<file path="src/design/sensor_measurement_frame_decoder_assert.svh">
// Assertion macros shared by the frame decoder RTL.
// Both expect clk_i and rst_ni in the enclosing module.
`ifndef SENSOR_MEASUREMENT_FRAME_DECODER_ASSERT_SVH
`define SENSOR_MEASUREMENT_FRAME_DECODER_ASSERT_SVH

// Condition must hold at every clock edge outside reset.
`define SMFD_ASSERT_ALWAYS(label, cond) \
  label: assert property (@(posedge clk_i) disable iff (!rst_ni) (cond)) \
    else $error("frame decoder: invariant violated");

// Consequent must hold in the cycle after the antecedent.
`define SMFD_ASSERT_NEXT(label, ante, cons) \
  label: assert property (@(posedge clk_i) disable iff (!rst_ni) (ante) |=> (cons)) \
    else $error("frame decoder: sequence violated");

`endif

</file>
<file path="src/design/smfd_pkg.sv">
package smfd_pkg;

  localparam logic [7:0] CrcPoly = 8'h31;
  localparam logic [7:0] CrcInit = 8'hFF;
  localparam logic [3:0] LastPos = 4'd8;

  localparam logic [14:0] TempScale  = 15'd17500;
  localparam logic [13:0] HumidScale = 14'd10000;
  localparam logic signed [15:0] TempOffset = 16'sd4500;

  typedef enum logic [1:0] {
    SLOT_HIGH = 2'd0,
    SLOT_LOW  = 2'd1,
    SLOT_CRC  = 2'd2
  } slot_e;

  // Converted temperature and humidity for one frame
  typedef struct packed {
    logic signed [14:0] temp_centideg;
    logic [13:0]        humidity_centipct;
  } conv_t;

  // One byte through the CRC-8, MSB first
  function automatic logic [7:0] crc8_step(input logic [7:0] crc, input logic [7:0] b);
    logic [7:0] c;
    c = crc ^ b;
    for (int i = 0; i < 8; i++) begin
      if (c[7]) begin
        c = {c[6:0], 1'b0} ^ CrcPoly;
      end else begin
        c = {c[6:0], 1'b0};
      end
    end
    return c;
  endfunction

endpackage

</file>
<file path="src/design/sensor_measurement_frame_decoder.sv">
// The result of a frame is registered on the transfer of its ninth byte.
// Throughput: one byte per cycle; the result register parts the two sides,
// and input stalls only while a finished result is held by output stall.
// Reset (rst_ni low, asynchronous): byte position 0, CRC 0xFF, words and the
// error flag cleared, no result pending.
`include "sensor_measurement_frame_decoder_assert.svh"

module sensor_measurement_frame_decoder (
  input  logic               clk_i,
  input  logic               rst_ni,
  input  logic               in_valid_i,
  output logic               in_stall_o,
  input  logic [7:0]         rx_byte_i,
  input  logic               frame_start_i,
  output logic               out_valid_o,
  input  logic               out_stall_i,
  output logic [15:0]        co2_ppm_o,
  output logic signed [14:0] temp_centideg_o,
  output logic [13:0]        humidity_centipct_o,
  output logic               crc_ok_o
);

  logic [3:0]  byte_pos_q, byte_pos_d;
  logic [7:0]  crc_q, crc_d;
  logic [7:0]  high_q, high_d;
  logic [15:0] co2_q, co2_d;
  logic [15:0] temp_q, temp_d;
  logic [15:0] humid_q, humid_d;
  logic        crc_err_q, crc_err_d;
  logic        out_valid_q, out_valid_d;

  logic [15:0]        out_co2_q;
  logic signed [14:0] out_temp_q;
  logic [13:0]        out_humid_q;
  logic               out_crc_ok_q;

  logic                in_xfer;
  logic                restart;
  logic [3:0]          pos;
  logic [7:0]          crc_base;
  logic                err_base;
  logic                err_now;
  logic                frame_done;
  smfd_pkg::slot_e     slot;
  smfd_pkg::conv_t     conv;

  assign in_stall_o = out_valid_q && out_stall_i;
  assign in_xfer    = in_valid_i && !in_stall_o;

  // Start flag or a stray position drops the partial frame
  assign restart  = frame_start_i || (byte_pos_q > smfd_pkg::LastPos);
  assign pos      = restart ? 4'd0 : byte_pos_q;
  assign crc_base = restart ? smfd_pkg::CrcInit : crc_q;
  assign err_base = restart ? 1'b0 : crc_err_q;

  always_comb begin
    case (pos) inside
      4'd0, 4'd3, 4'd6: slot = smfd_pkg::SLOT_HIGH;
      4'd1, 4'd4, 4'd7: slot = smfd_pkg::SLOT_LOW;
      default:          slot = smfd_pkg::SLOT_CRC;
    endcase
  end

  assign err_now    = err_base || ((slot == smfd_pkg::SLOT_CRC) && (crc_base != rx_byte_i));
  assign frame_done = in_xfer && (pos == smfd_pkg::LastPos);

  always_comb begin
    byte_pos_d = byte_pos_q;
    crc_d      = crc_q;
    high_d     = high_q;
    co2_d      = co2_q;
    temp_d     = temp_q;
    humid_d    = humid_q;
    crc_err_d  = crc_err_q;
    if (in_xfer) begin
      crc_err_d = err_now;
      case (slot)
        smfd_pkg::SLOT_HIGH: begin
          crc_d  = smfd_pkg::crc8_step(smfd_pkg::CrcInit, rx_byte_i);
          high_d = rx_byte_i;
        end
        smfd_pkg::SLOT_LOW: begin
          crc_d = smfd_pkg::crc8_step(crc_base, rx_byte_i);
          case (pos)
            4'd1:    co2_d   = {high_q, rx_byte_i};
            4'd4:    temp_d  = {high_q, rx_byte_i};
            default: humid_d = {high_q, rx_byte_i};
          endcase
        end
        default: begin
          crc_d = smfd_pkg::CrcInit;
        end
      endcase
      if (pos == smfd_pkg::LastPos) begin
        byte_pos_d = 4'd0;
        crc_err_d  = 1'b0;
      end else begin
        byte_pos_d = pos + 4'd1;
      end
    end
  end

  // Words are complete a byte before the frame ends, so convert from registers
  smfd_conv u_conv (
    .temp_word_i  (temp_q),
    .humid_word_i (humid_q),
    .conv_o       (conv)
  );

  assign out_valid_d = frame_done || (out_valid_q && out_stall_i);

  always_ff @(posedge clk_i or negedge rst_ni) begin
    if (!rst_ni) begin
      byte_pos_q  <= 4'd0;
      crc_q       <= smfd_pkg::CrcInit;
      high_q      <= 8'd0;
      co2_q       <= 16'd0;
      temp_q      <= 16'd0;
      humid_q     <= 16'd0;
      crc_err_q   <= 1'b0;
      out_valid_q <= 1'b0;
    end else begin
      byte_pos_q  <= byte_pos_d;
      crc_q       <= crc_d;
      high_q      <= high_d;
      co2_q       <= co2_d;
      temp_q      <= temp_d;
      humid_q     <= humid_d;
      crc_err_q   <= crc_err_d;
      out_valid_q <= out_valid_d;
    end
  end

  always_ff @(posedge clk_i) begin
    if (frame_done) begin
      out_co2_q    <= co2_q;
      out_temp_q   <= conv.temp_centideg;
      out_humid_q  <= conv.humidity_centipct;
      out_crc_ok_q <= !err_now;
    end
  end

  assign out_valid_o         = out_valid_q;
  assign co2_ppm_o           = out_co2_q;
  assign temp_centideg_o     = out_temp_q;
  assign humidity_centipct_o = out_humid_q;
  assign crc_ok_o            = out_crc_ok_q;

  `SMFD_ASSERT_ALWAYS(a_pos_range, byte_pos_q <= smfd_pkg::LastPos)
  `SMFD_ASSERT_ALWAYS(a_crc_idle_at_word, (byte_pos_q != 4'd0 && byte_pos_q != 4'd3 && byte_pos_q != 4'd6) || crc_q == smfd_pkg::CrcInit)
  `SMFD_ASSERT_NEXT(a_done_emits, frame_done, out_valid_o && byte_pos_q == 4'd0)
  `SMFD_ASSERT_NEXT(a_start_realigns, in_xfer && frame_start_i, byte_pos_q == 4'd1)

endmodule

</file>
<file path="src/design/smfd_conv.sv">
module smfd_conv (
  input  logic [15:0]    temp_word_i,
  input  logic [15:0]    humid_word_i,
  output smfd_pkg::conv_t conv_o
);

  logic [30:0]        temp_prod;
  logic [29:0]        humid_prod;
  logic signed [15:0] temp_wide;

  assign temp_prod  = 31'(temp_word_i) * 31'(smfd_pkg::TempScale);
  assign humid_prod = 30'(humid_word_i) * 30'(smfd_pkg::HumidScale);

  // Scaled value reaches 17499, so subtract in 16 bits and trim afterwards
  assign temp_wide = $signed({1'b0, temp_prod[30:16]}) - smfd_pkg::TempOffset;

  assign conv_o.temp_centideg     = temp_wide[14:0];
  assign conv_o.humidity_centipct = humid_prod[29:16];

endmodule

</file>
<file path="config.mk">
export PLATFORM = sky130hd
export DESIGN_NAME = sensor_measurement_frame_decoder
export DESIGN_NICKNAME = d
export VERILOG_FILES = /design/src/design/smfd_pkg.sv /design/src/design/sensor_measurement_frame_decoder.sv /design/src/design/smfd_conv.sv
export VERILOG_INCLUDE_DIRS = /design/src /design/src/design
export SDC_FILE = /design/constraint.sdc
export NUM_CORES = 1
export LEC_CHECK = 0
export ABC_AREA = 1
export BUFFER_PORTS_ARGS = -buffer_cell sky130_fd_sc_hd__buf_2
export CELL_PAD_IN_SITES_DETAIL_PLACEMENT = 0
export CELL_PAD_IN_SITES_GLOBAL_PLACEMENT = 2
export CORE_ASPECT_RATIO = 1.4
export CORE_UTILIZATION = 39
export CTS_CLUSTER_SIZE = 40
export DETAILED_ROUTE_END_ITERATION = 8
export HOLD_SLACK_MARGIN = 0.1
export PLACE_DENSITY_LB_ADDON = 0.08
export SLEW_MARGIN = 10
export SYNTH_ARGS = -nofsm -noshare
export SYNTH_HDL_FRONTEND = slang
export SYNTH_SLANG_ARGS = --single-unit
</file>
<file path="constraint.sdc">
create_clock -name clk_i -period 5.7 [get_ports clk_i]
set_clock_uncertainty 0.05 [all_clocks]
set_input_delay 0.285 -clock clk_i [delete_from_list [all_inputs] [get_ports clk_i]]
set_output_delay 0.285 -clock clk_i [all_outputs]
set_load 0.01 [all_outputs]
</file>
# Word level (Yosys, flattened, before mapping)
# Cells that the tools add are included.
totals:
  in_bits: 13
  elab_cells: 115
  out_inout_bits: 48
  regBits: 116
classes:
  reduce_logical: 18
  add_sub_neg: 2
  bitwise_logic: 19
  multipliers: 2
  magnitude_cmp: 1
  n_mux: 52
  eq_ne: 9
ops:
  columns: ["cell", "count"]
  rows:
  - ["$mux 8", 29]
  - ["$mux 6", 16]
  - ["$not 3->3", 16]
  - ["$mul 16x13->29 const B", 1]
  - ["$mul 16x10->26 const B", 1]
  - ["$pmux 8 s2", 1]
  - ["$sub 15x13->15 const B", 1]
  - ["$eq 4x3->1 const B", 3]
  - ["$reduce_and 3->1", 3]
  - ["$mux 4", 2]
  - ["$ne 8x8->1", 1]
  - ["$not 8->8", 1]
  - ["$xor 8x8->8", 1]
  - ["$reduce_or 3->1", 2]
  - ["$add 4x1->4 const B", 1]
  - ["$eq 4x1->1 const B", 1]
  - ["$eq 4x2->1 const B", 1]
  - ["$eq 4x4->1 const B", 1]
  - ["$gt 4x4->1 const B", 1]
  - ["$logic_and 1x1->1", 4]
  - ["$logic_not 4->1", 1]
  - ["$mux 2", 2]
  - ["$logic_or 1x1->1", 3]
  - ["$eq 2x1->1 const B", 1]
  - ["7 further kinds", 9]

# Logic depth before layout (Yosys ltp)
logic_depth:
  ltp_word: 37
  mapped_depth: 27
  depth_no_buf: 27

# Modules after synthesis
# From an unflattened synthesis, not the netlist that was laid out.
unflattened:
  hier_cells: 1373
  hier_area_um2: 11340.9
by_module_without_submodules:
  columns: ["module", "cells_per_inst", "instances", "area_per_inst_um2", "seq_area_each_um2"]
  rows:
  - ["smfd_conv", 900, 1, 6446.2, 0.0]
  - ["sensor_measurement_frame_decoder", 473, 1, 4894.7, 3143.0]

# Worst setup path before layout
# No wires, ideal clock.
synth_timing:
  path_kind: "register to register"
  from: "register temp_q[12]"
  to: "register out_temp_q[12], in the netlist temp_centideg_o[12] (data pin)"
  slack_ps: 1068
  stages_incl_launch_ff: 27
  path_buffers: 0
  arrival_ps: 4322
  path_cell_list: "dfrtp_1 > ha_1 > inv_1 > fa_1 > inv_1 > ha_1 > fa_1 > inv_1 > fa_1 > inv_1 > ha_1 > nand2_1 > inv_1 > a21oi_1 > nand2_1 > inv_1 > nand2_1 > nand2_1 > nand2_1 > inv_1 > ha_1 > inv_1 > nand2_1 > nand3_1 > nand2_1 > nand2_1 > xor2_1"
synth_rtl:
  columns: ["item", "line", "source"]
  rows:
  - ["start: declaration", "sensor_measurement_frame_decoder.sv:27", "logic [15:0] temp_q, temp_d;"]
  - ["start signal: assignment", "sensor_measurement_frame_decoder.sv:127", "temp_q <= temp_d;"]
  - ["end signal: assignment", "sensor_measurement_frame_decoder.sv:137", "out_temp_q <= conv.temp_centideg;"]
  - ["end: declaration", "sensor_measurement_frame_decoder.sv:33", "logic signed [14:0] out_temp_q;"]

==> qor.txt <==
run status: complete, no violations
vias in the first global route: 9,088
Via Count: 8,455
worst slew pin tran: 1140 ps
DRC: 0
post-DP HPWL: 22.6 mm
Worst Hold Class: in2reg
antenna violations before repair: 0
vias per inst: 4.74
initial drt markers: 278
final-stage net count: 1,654
# rows: 73
CP Class: reg2reg
Routed Antenna Nets: 0
Avg WL per Cell: 15.4 µm
post-layout min period: 5160 ps
final wirelength: 27.4 mm
worst endpoint data arrival time: 5290 ps
CTS resizes: 0
core area: 28,300 µm²
worst skew pair latency: 430 ps
commonest register cell after synthesis: dfrtp_1
register area share after synthesis: 28.1%
relative slew slack: 24.0%
reg2reg start: temp_q[14]
fmax: 194 MHz
Most Crowded Layer GR: met2
Setup TNS: 0 ps
met1 usage: 21.1%
Die W: 145 µm
maximum buffer depth of the clock tree: 2
Synth Area per Inst: 8.44 µm²
die area: 29,400 µm²
Root Driver: clkbuf_16
CTS tree: done
GRT overflow: 0
post-CTS setup buffers: 0
Overall Global Routing Usage: 20.3%
fillers: 2,959
Post-synth EDFFs: 46
Top Ports: 61
first-pass GRT wire length: 46.0 mm
Syn Nets: 1,584
synth warn: 0
Crit. End Element: flip-flop
share of cells above drive strength 1: 8.95%
CP max FO: 7
Initial DRT Pass Iterations: 4
number of port buffers: 60
GR Util met3: 2.46%
GRT met2 Usage: 40.7%
ANT cells: 0
Initial Util: 39.5%
cells after synthesis: 1,325
period utilization: 90.5%
largest net degree at the start of global routing: 71
Synth Cell Area: 11,200 µm²
CTS Sinks: 116
H-tree levels: 4
final hold vios: 0
RSZ-0062 raised after global routing: false
Hold-fix buffers, CTS: 3
hold path start: rx_byte_i[0]
TritonCTS Buffers: 17
area delta synth->final: 12.0%
Max Slew Vio Count: 0
max cap viols: 0
Synth cell types: 45
GP Congestion: 0.876
Die Height: 202 µm
Worst Setup Slack, final: 539 ps
required time of the worst setup path: 5830 ps
ys async rst share: 60.3%
pre-CTS WS: 553 ps
Yosys reg bits: 116
Crit. Startpoint: temp_q[14]
Setup crit start kind: flip-flop
clock transition at the registers of the reported paths: 70 ps
setup violators final: 0
-- worst paths after layout --
check / end / slack (ps) / cells after the start
max: temp_centideg_o[13] / 540 / 25
min: co2_q[0] / 230 / 3
max reg2reg: temp_centideg_o[13] / 540 / 25
min reg2reg: co2_ppm_o[5] / 390 / 0
max in group asynchronous: humid_q[6] / 4420 / 3
min in group asynchronous: byte_pos_q[2] / 560 / 3
-- per-stage QoR --
step | std cells | hold WS (ps) | utilization, % | cell area, µm²
after floorplan | 1325 | -60.6 | - | 11200
after global placement | 1748 | 381 | 42.0 | 11900
after detailed placement | 1748 | 383 | 42.0 | 11900
after CTS | 1783 | 238 | 44.2 | 12500
after global routing | 1783 | 252 | 44.2 | 12500
final | 1783 | 226 | 44.2 | 12500
-- layout by cell type, fill, tap and decap left out, types with 3 or more instances in the layout --
cell type / count
a21o_1: 3
inv_2: 3
xnor2_1: 18
o21ai_1: 43
o211ai_1: 3
fa_1: 78
dfrtp_1: 62
dlygate4sd3_1: 3
inv_1: 300
inv_6: 4
nand2_2: 5
nand2_1: 288
clkinv_4: 5
xor2_1: 27
dfstp_2: 8
buf_2: 60
nor2_1: 65
a21oi_1: 68
nor2_2: 3
o21bai_1: 6
clkbuf_16: 17
nand3b_1: 3
nand3_1: 52
edfxtp_1: 46
nand4_1: 10
o21ai_0: 23
nor3_1: 6
ha_1: 168
o22ai_1: 3
-- metal layers --
metal,vias up,part of all wire (%)
li1,4307,-
met1,4031,40
met2,76,56
met3,41,1.3
met4,0,3.3
met5,-,0
-- flip-flops by register name, summed over array words and instances, names as in the netlist --
| register | flops |
|---|---|
| humidity_centipct_o | 14 |
| temp_q | 16 |
| co2_ppm_o | 16 |
| byte_pos_q | 4 |
| high_q | 8 |
| co2_q | 16 |
| temp_centideg_o | 15 |
| crc_ok_o | 1 |
| out_valid_o | 1 |
| humid_q | 16 |
| crc_err_q | 1 |
| crc_q | 8 |
-- final cells by class --
type,count,area [µm²],share of cell area [%]
repair buffers,65,345,2.76
multi-input cells,891,6820,54.5
well taps,375,469,3.75
clock buffers,18,439,3.51
flip-flops and latches,116,3140,25.1
clock inverters,14,166,1.33
inverters,304,1140,9.11
-- cell usage after synthesis (5+ instances only) --
cell type,instances,area share (%)
nand2_1,288,9.7
nand2_2,5,0.28
nand4_1,10,0.56
ha_1,168,19
nor3_1,6,0.27
o21ai_0,23,1.0
o21bai_1,6,0.40
a21oi_1,68,3.0
dfrtp_1,62,14
nand3_1,52,2.3
o21ai_1,43,1.9
inv_1,300,10
fa_1,78,14
buf_2,8,0.36
xor2_1,27,2.1
dfstp_2,8,1.9
nor2_1,66,2.2
xnor2_1,18,1.4
edfxtp_1,46,12
-- logic make-up (layout without fill, tap and decap cells) --
| family | Yosys count | after routing | share of synthesized area [%] |
|---|---|---|---|
| AOI/OAI and AO/OA | 155 | 155 | 7.50 |
| xor gates and xnor gates | 46 | 46 | 3.67 |
| adders and majority gates | 246 | 246 | 32.8 |
| buffers and inverters | 318 | 401 | 11.0 |
| DFF | 116 | 116 | 28.1 |
| and+or+nand+nor | 444 | 444 | 17.0 |
-- critical path, cell delays in order, from the launching register on --
cell and delay, ps:
dfrtp_1 500, ha_1 330, inv_1 50, fa_1 490, inv_1 40, ha_1 270, inv_1 70, fa_1 440
fa_1 540, inv_1 40, ha_1 350, nand2_1 120, inv_1 80, nand2_1 80, o21ai_0 490, inv_1 120
nand2_1 90, nand2_1 50, nand2_1 90, nand2_1 90, nand3_1 130, nand2_1 130, nand2_1 130, nand2_1 60
nand2_1 60, nand2_1 40
Power is left out: the tool's default activity adds up to more than one toggle a clock period on the data nets, which glitch-free logic cannot reach.
